`src/hdl/flh_pkg.sv`:
```
// Shared types and constants for the fragment length histogram.
package flh_pkg;

  localparam int NUM_BINS_DEF    = 1024;
  localparam int LENGTH_BITS_DEF = 20;

  localparam int WIDTH_W = 16;
  localparam int FINAL_W = 10;
  localparam int BIN_W   = 20;
  localparam int SLOT_W  = 10;
  localparam int CNT_W   = 32;
  localparam int START_W = 32;
  localparam int ADDR_W  = 3;
  localparam int DATA_W  = 32;

  localparam logic [CNT_W-1:0] CNT_MAX = '1;

  // Register indexes, taken from paddr[2]
  localparam logic REG_BIN_WIDTH = 1'b0;
  localparam logic REG_FINAL_BIN = 1'b1;

  typedef struct packed {
    logic clr_step;
    logic load;
    logic div_step;
    logic map_rd;
    logic slot_sel;
    logic commit;
    logic out_load;
  } cmd_t;

  typedef struct packed {
    logic clr_last;
    logic div_last;
    logic len_zero;
    logic in_range;
    logic out_free;
  } sts_t;

endpackage

```
`src/hdl/flh_ctrl.sv`:
```
// Sequencing state machine for the fragment length histogram.
module flh_ctrl (
  input  logic          clk,
  input  logic          rst_n,
  input  logic          in_valid,
  output logic          in_stall,
  input  flh_pkg::sts_t sts,
  output flh_pkg::cmd_t cmd
);
  import flh_pkg::*;

  localparam logic [2:0] S_CLEAR = 3'd0;
  localparam logic [2:0] S_IDLE  = 3'd1;
  localparam logic [2:0] S_DIV   = 3'd2;
  localparam logic [2:0] S_RNG   = 3'd3;
  localparam logic [2:0] S_MAP   = 3'd4;
  localparam logic [2:0] S_UPD   = 3'd5;
  localparam logic [2:0] S_OUT   = 3'd6;

  logic [2:0] state_r;
  logic [2:0] state_nxt;

  assign in_stall = (state_r != S_IDLE);

  always_comb begin
    cmd       = '0;
    state_nxt = state_r;
    unique case (state_r)
      S_CLEAR: begin
        cmd.clr_step = 1'b1;
        if (sts.clr_last) begin
          state_nxt = S_IDLE;
        end
      end
      S_IDLE: begin
        if (in_valid) begin
          cmd.load  = 1'b1;
          state_nxt = S_DIV;
        end
      end
      S_DIV: begin
        cmd.div_step = 1'b1;
        if (sts.div_last) begin
          state_nxt = S_RNG;
        end
      end
      S_RNG: begin
        // skip the table for a zero length or a bin past the end
        if (sts.len_zero || !sts.in_range) begin
          state_nxt = S_OUT;
        end else begin
          cmd.map_rd = 1'b1;
          state_nxt  = S_MAP;
        end
      end
      S_MAP: begin
        cmd.slot_sel = 1'b1;
        state_nxt    = S_UPD;
      end
      S_UPD: begin
        cmd.commit = 1'b1;
        state_nxt  = S_OUT;
      end
      S_OUT: begin
        if (sts.out_free) begin
          cmd.out_load = 1'b1;
          state_nxt    = S_IDLE;
        end
      end
      default: begin
        state_nxt = S_IDLE;
      end
    endcase
  end

  always_ff @(posedge clk) begin
    if (!rst_n) begin
      state_r <= S_CLEAR;
    end else begin
      state_r <= state_nxt;
    end
  end

endmodule

```
`config.mk`:
```
export PLATFORM = sky130hd
export DESIGN_NAME = flh_ctrl
export DESIGN_NICKNAME = d
export VERILOG_FILES = /design/src/hdl/flh_pkg.sv /design/src/hdl/flh_ctrl.sv
export SDC_FILE = /design/constraint.sdc
export NUM_CORES = 1
export LEC_CHECK = 0
export ABC_AREA = 1
export BUFFER_PORTS_ARGS = -buffer_cell sky130_fd_sc_hd__buf_2
export CAP_MARGIN = 10
export CORE_AREA = 5 5 42 44
export CTS_BUF_LIST = sky130_fd_sc_hd__clkbuf_4 sky130_fd_sc_hd__clkbuf_8 sky130_fd_sc_hd__clkbuf_16
export DETAILED_ROUTE_END_ITERATION = 10
export DIE_AREA = 0 0 47 49
export GPL_ROUTABILITY_DRIVEN = 0
export MAX_ROUTING_LAYER = met4
export PLACE_DENSITY_LB_ADDON = 0.12
export SYNTH_ARGS = -nofsm -noshare
export SYNTH_HDL_FRONTEND = slang
export SYNTH_SLANG_ARGS = --single-unit
```
`constraint.sdc`:
```
create_clock -name clk -period 1.55 [get_ports clk]
set_input_delay 0.0775 -clock clk [delete_from_list [all_inputs] [get_ports clk]]
set_output_delay 0.0775 -clock clk [all_outputs]
set_load 0.005 [all_outputs]
```
-- Word-level counts from Yosys, hierarchy flattened
Index checks and enable logic that the tools add are counted.
- word-level logic and storage cells: 32
- bits of input ports: 8
- output and inout port bits: 8
- flip-flop bits (word level): 3
- reduce and logical (&&, ||, !) cells: 4
- mux-type cells: 16
- eq/ne operators: 11
- operator list (cell ; number):
    3-bit case mux with 7 select lines ; 1
    3-bit 2-to-1 mux ; 4
    1-bit 2-to-1 mux ; 10
    3-bit equality test (second input constant) ; 3
    2-bit != test (second input constant) ; 4
    3-bit by 2-bit equality test with 1-bit output (second input constant) ; 2
    4-bit AND reduction ; 1
    3-bit by 1-bit equality test with 1-bit output (second input constant) ; 1
    3-bit logical NOT ; 1
    3-bit by 1-bit != test with 1-bit output (second input constant) ; 1
    2-bit 2-to-1 mux ; 1
    1-bit logical NOT ; 1
    1-bit logical OR ; 1

-- Depth between registers and ports, before layout
Gate-level depths: netlist of run 1.
- depth in word-level cells: 4
- gate-level depth with buffers: 9
- mapped depth without buffers: 9

-- Least setup slack after synthesis of run 1
Ideal clock, no wire load.
- path type: register -> register
- from: register state_r[0]
- to: register state_r[1]
- setup time: 0.114 ns
- setup slack: 0.478 ns
- data required time: 1.436 ns
- stages on the path, launching flop included: 10
- period minus slack after synthesis: 1.072 ns
- data arrival time: 0.958 ns
- path buffers: 1
- path through: dfxtp_1 -> buf_4 -> inv_2 -> nand3_1 -> nor2_1 -> nor2_2 -> nand2_2 -> nand2_1 -> nand2_1 -> nor2_2
- word-level cells in the longest chain between the ends: 3
- elaborated cells on any way between the ends: 13
- those cells by class: eq/ne: 10; mux: 1; reduce/logical: 2
- ends and longest elaborated chain (what ; line ; source):
    from (decl) ; flh_ctrl.sv:20 ; logic [2:0] state_r;
    from (signal assigned) ; flh_ctrl.sv:80 ; state_r <= state_nxt;
    3-bit by 2-bit equality test with 1-bit output, or another cell as far along ; flh_ctrl.sv:28 ; unique case (state_r)
    2-bit != test (no line) ; - ;
    4-bit AND reduction (no line) ; - ;
Parallel ways exist; a longest one is shown, timed or not.
A chain may end at the register's enable or synchronous reset.

==> results of run 1 <==
cells by family after synthesis:
| group | count (synthesis) | share of synthesized area (%) |
|---|---|---|
| flops | 3 | 22.9 |
| simple gates | 33 | 57.6 |
| buf+inv | 10 | 15.7 |
| compound gates | 2 | 3.81 |
power groups by stage:
stage	Sequential (mW)	Combinational [mW]	Clock (mW)
6_report	0.145	0.335	0.155
5_1_grt	0.151	0.385	0.166
4_1_cts	0.146	0.340	0.164
3_5_place_dp	0.147	0.338	0
3_3_place_gp	0.148	0.339	0
2_1_floorplan	0.124	0.254	0
stage by stage:
stage                     hold slack [ps]  std cells  utilization (%)  instance area (sq um)
after floorplan                       209         48                -                    263
after global placement                318         79             25.5                    358
after detailed placement              323         79             25.5                    358
after CTS                            74.0         83             27.7                    388
after global routing                 94.3         83             27.7                    388
final                                82.9         83             27.7                    388
cell type report:
class | count | area (sq um) | share of cell area [%]
sequential | 3 | 60.1 | 15.5
inverter | 9 | 33.8 | 8.71
multi-input combinational | 35 | 161 | 41.6
clock buffer | 4 | 30.0 | 7.74
tap | 16 | 20.0 | 5.16
timing repair buffer | 16 | 82.6 | 21.3
worst reg2reg max path: cells and delay by family (launching register included):
| kind | cells | cell delay [ps] |
|---|---|---|
| buf+inv | 2 | 160 |
| flops | 1 | 370 |
| simple gates | 7 | 550 |
metal layers:
layer | global-route usage (%) | up-vias
met3 | 1.11 | 0
li1 | - | 184
met5 | - | -
met4 | 5.53 | 0
met1 | 7.69 | 144
met2 | 11.5 | 5
final timing paths:
kind / start / to / cells past startpoint
setup reg to reg: state_r[1] / state_r[1] / 9
setup / recovery: state_r[0] / cmd[3] / 5
hold / removal: rst_n / state_r[1] / 3
hold reg to reg: state_r[0] / state_r[0] / 4
cells in the final DEF (no fill, tap or decap), drive strengths merged:
cell type and n:
a21oi 1, buf 16, clkbuf 4, dfxtp 3, inv 9, nand2 11, nand3 4, nand3b 1
nor2 14, nor3 3, o21ai 1
==> results.sh, run 1 <==
export IMPL_critical_path_class="reg2out"
export IMPL_path_cells="inv_2, nor2_1, nand2_1, nor3_1, buf_2"
export IMPL_p_sw_share_pct=43.4
export IMPL_cts_inserted_buffers=3
export IMPL_regMostFlops="state_r"
export IMPL_row_count=14
export IMPL_p_seq_share_pct=22.8
export IMPL_holdCritPathClass="in2reg"
export IMPL_irDropWorstVdd_mv=0.568
export IMPL_reg_top3="state_r: 3 flops"
export IMPL_max_freq_ghz=0.822
export IMPL_yosysSeqAreaShare_pct=22.9
export IMPL_synth_nets=56
export IMPL_clkTransAtPathRegs_ps=40
export IMPL_antenna_found_initial=0
export IMPL_drv_slew=0
export IMPL_fin_crit_sh_pct=78.5
export IMPL_wl_per_cell_microns=8.81
export IMPL_grt_pass1_wl_microns=1190
export IMPL_rrSetupSlack_ps=370
export IMPL_maxUsedRoutingLayer="met3"
export IMPL_finalSetupViolCount=0
export IMPL_cpMaxStageDelayCell="dfxtp_1"
export IMPL_cts_sinks=3
export IMPL_cts_resized=0
export IMPL_drt_initial_drc_count=0
export IMPL_syn_inst=48
export IMPL_synth_edff_count=0
export IMPL_dieArea_sq_um=2300
export IMPL_critPathBufInv=2
export IMPL_clockPowerShare_pct=24.4
export IMPL_n_antenna_cell=0
export IMPL_p_int_uw=359
export IMPL_max_clock_path_buffers=2
export IMPL_ant_nets=0
export IMPL_pwr_share_comb_pct=52.8
export IMPL_synth_top_area_cell="dfxtp_1"
export IMPL_wl_met3_microns=36
export IMPL_initial_core_util_pct=18.8
export IMPL_fillers=179
export IMPL_die_w_microns=47
export IMPL_clk_latency_ps=230
export IMPL_maxCapViolations=0
export IMPL_cts_tree="built"
export IMPL_crit_path_max_incr_delay_ps=430
export IMPL_cp_max_fo=6
export IMPL_grt_usage_pct=7.29
export IMPL_cp_arrival_ps=1140
export IMPL_io_pins=16
export IMPL_nets=76
export IMPL_drive_gt1_share_pct=41.8
export IMPL_rsz0062_at_grt="false"
export IMPL_ys_flop_type="dfxtp_1"
export IMPL_synth_warnings=0
export IMPL_area_growth_pct=47.6
export IMPL_powerDensity_nw_per_um2=1630
export IMPL_postCtsSetupRepairBufs=0
export IMPL_tightest_slew_ps=252
export IMPL_overflow=0
export IMPL_post_dp_hpwl_microns=607
export IMPL_h_tree_depth=1
export IMPL_largest_reg_flops=3
export IMPL_tns_ps=0
export IMPL_required_ps=1470
export IMPL_cts_root_buf="clkbuf_4"
export IMPL_setup_ws_ps=334
export IMPL_hold_buffers=0
export IMPL_core_area_sq_um=1400
export IMPL_critPathCaptureType="primary output"
export IMPL_yosysMostFrequentCell="nor2_1"
export IMPL_skew_ps=0.224
export IMPL_min_period_ps=1220
export IMPL_start_kind="flip-flop"
export IMPL_vias=333
export IMPL_maxSlewHeadroom_pct=83.2
export IMPL_switchingPower_uw=275
export IMPL_viasPerCell=4.01
export IMPL_status="complete, no violations"
export IMPL_synthTopCellsByCount="11 x nor2_1, 10 x nand2_1, 6 x inv_1"
export IMPL_synth_top_cell_area_share_pct=22.9
export IMPL_drc=0
export IMPL_wl_microns=731
export IMPL_wl_met2_microns=404
export IMPL_ys_seq_elements=3
export IMPL_drt_pass1_iter_count=1
export IMPL_wl_met1_microns=290
export IMPL_grt_pass1_vias=324
export IMPL_portBuffers=15
export IMPL_yosys_cell_types_count=14
export IMPL_avgSynthCellArea_sq_um=5.47
export IMPL_preCtsSetupSlack_ps=358
export IMPL_synth_async_reset_ratio_pct=0
export IMPL_final_hold_violation_count=0
export IMPL_cp_top_family="flip-flops"
export IMPL_syn_area_sq_um=263
export IMPL_total_power_uw=634
export IMPL_leakage_nw=0.224
export IMPL_die_h_microns=49
export IMPL_synth_area_leaders="dfxtp_1 23%, nor2_1 16%, nand2_1 14%, inv_1 8.6%, nor2_2 7.1%"
export IMPL_grt_max_degree=9
Note: power is estimated with default switching activity, not from simulation.
==> inputs of run 2 (changes only) <==
Clock period 1.55 ns to 1.25 ns, I/O delays scaled along.
==> run 2 against run 1 <==
Effect of this change: first-iteration DRC count increased by 2; sequential share of layout area increased by 0.24 points; highest routed layer unchanged; flip-flop and latch count unchanged; utilization increased by 2.4 points; cell count increased by 3.6%; critical path type unchanged; power increased by 34%.
==> results.sh, run 2 (synthesis gave the netlist of run 1 again) <==
export IMPL_status="complete, no violations"
export IMPL_nets=79
export IMPL_leakage_nw=0.241
export IMPL_vias=338
export IMPL_holdCritPathClass="in2reg"
export IMPL_final_hold_violation_count=0
export IMPL_tns_ps=0
export IMPL_cpMaxStageDelayCell="dfxtp_4"
export IMPL_antenna_found_initial=0
export IMPL_io_pins=16
export IMPL_max_freq_ghz=0.896
export IMPL_regMostFlops="state_r"
export IMPL_dieArea_sq_um=2300
export IMPL_skew_ps=0.954
export IMPL_required_ps=1190
export IMPL_clkTransAtPathRegs_ps=30
export IMPL_crit_path_max_incr_delay_ps=370
export IMPL_maxCapViolations=0
export IMPL_largest_reg_flops=3
export IMPL_die_h_microns=49
export IMPL_powerDensity_nw_per_um2=2010
export IMPL_r2r_start="state_r[0]"
export IMPL_grt_max_degree=8
export IMPL_cts_root_buf="clkbuf_4"
export IMPL_overflow=0
export IMPL_wl_microns=745
export IMPL_initial_core_util_pct=18.8
export IMPL_final_common_cell="buf_2"
export IMPL_ant_nets=0
export IMPL_die_w_microns=47
export IMPL_clk_latency_ps=230
export IMPL_drive_gt1_share_pct=50.0
export IMPL_start_kind="flip-flop"
export IMPL_fin_crit_sh_pct=89.3
export IMPL_grt_pass1_vias=384
export IMPL_core_area_sq_um=1400
export IMPL_grt_pass1_wl_microns=1350
export IMPL_r2r_worst_path_cells=8
export IMPL_maxSlewHeadroom_pct=88.1
export IMPL_cp_arrival_ps=1050
export IMPL_cts_sinks=3
export IMPL_portBuffers=15
export IMPL_drt_initial_drc_count=2
export IMPL_finalSetupViolCount=0
export IMPL_seq_area_sq_um=66.3
export IMPL_cts_tree="built"
export IMPL_drc=0
export IMPL_r2r_end="state_r[1]"
export IMPL_drt_pass1_iter_count=2
export IMPL_min_period_ps=1120
export IMPL_worstHoldPathCells=3
export IMPL_reg_top3="state_r: 3 flops"
export IMPL_multi_input_area_sq_um=166
export IMPL_post_dp_hpwl_microns=643
export IMPL_n_antenna_cell=0
export IMPL_cts_inserted_buffers=3
export IMPL_h_tree_depth=1
export IMPL_postCtsSetupRepairBufs=0
export IMPL_crit_path_start="state_r[0]"
export IMPL_critical_path_class="reg2out"
export IMPL_area_growth_pct=60.5
export IMPL_hold_buffers=0
export IMPL_layout_common_cells="15 x buf_2, 11 x nor2_1, 10 x nand2_1"
export IMPL_tightest_slew_ps=176
export IMPL_max_clock_path_buffers=2
export IMPL_rsz0062_at_grt="false"
export IMPL_grt_usage_pct=8.01
export IMPL_total_power_uw=848
export IMPL_rrSetupSlack_ps=160
export IMPL_critPathCaptureType="primary output"
export IMPL_irDropWorstVdd_mv=0.701
export IMPL_min_to="state_r[0]"
export IMPL_drv_slew=0
export IMPL_path_cells="inv_2, nor2_1, nand2_1, nor3_2, buf_2"
export IMPL_fillers=178
export IMPL_wl_per_cell_microns=8.66
export IMPL_viasPerCell=3.93
export IMPL_row_count=14
export IMPL_cp_max_fo=7
export IMPL_hold_path_startpoint="rst_n"
run 2: changes by cell type in the layout (fill, tap and decap cells not counted), sizes merged:
| cell | before | now |
|---|---|---|
| buf | 16 | 19 |
run 2: timing repair:
action,CTS,global route
resized for setup,1,4
pin swaps,0,0
endpoints found under the setup margin,1,3
run 2: how the worst max path moves through the flow:
stage | slack (ps) | depth (start not counted) | end
CTS | 50 | 5 | cmd[3]
global placement | 30 | 7 | state_r[1]
floorplan | 180 | 9 | state_r[1]
global route | 20 | 5 | cmd[3]
finish | 130 | 5 | cmd[3]
detailed placement | 50 | 7 | state_r[1]
run 2: worst max-delay path, delay by kind of cell, from the launching register on:
family / cells / cell delay [ps]
and+or+nand+nor: 3 / 270
buffers and inverters: 2 / 180
DFF: 1 / 370
run 2: per-layer routing:
| layer | vias up | GRT usage [%] | wire length, microns |
|---|---|---|---|
| li1 | 190 | - | - |
| met1 | 143 | 8.99 | 283 |
| met2 | 5 | 12.4 | 426 |
| met3 | 0 | 1.11 | 34 |
| met4 | 0 | 5.53 | 0 |
| met5 | - | - | 0 |
run 2: metrics by stage:
| step | utilization (%) | area (sq um) | cells | hold WS [ps] | setup WS (ps) |
|---|---|---|---|---|---|
| global route | 30.1 | 422 | 86 | 85.6 | 23.9 |
| CTS | 29.4 | 412 | 86 | 67.2 | 45.8 |
| finish | 30.1 | 422 | 86 | 74.7 | 134 |
| detailed placement | 27.1 | 380 | 82 | 315 | 51.5 |
| floorplan | - | 263 | 48 | 194 | 178 |
| global placement | 27.1 | 380 | 82 | 306 | 34.4 |
run 2: area by class of cell:
| cell class | instances | share of cell area, % |
|---|---|---|
| clock buffer | 4 | 7.12 |
| inverter | 9 | 8.01 |
| multi-input combinational | 35 | 39.5 |
| sequential | 3 | 15.7 |
| timing repair buffer | 19 | 24.9 |
| tap | 16 | 4.75 |
run 2: power breakdown:
group          total (mW)  switching (mW)  internal [mW]
clock network       0.187          0.0460          0.141
logic               0.462           0.244          0.218
registers           0.199          0.0559          0.143
total               0.848           0.346          0.502
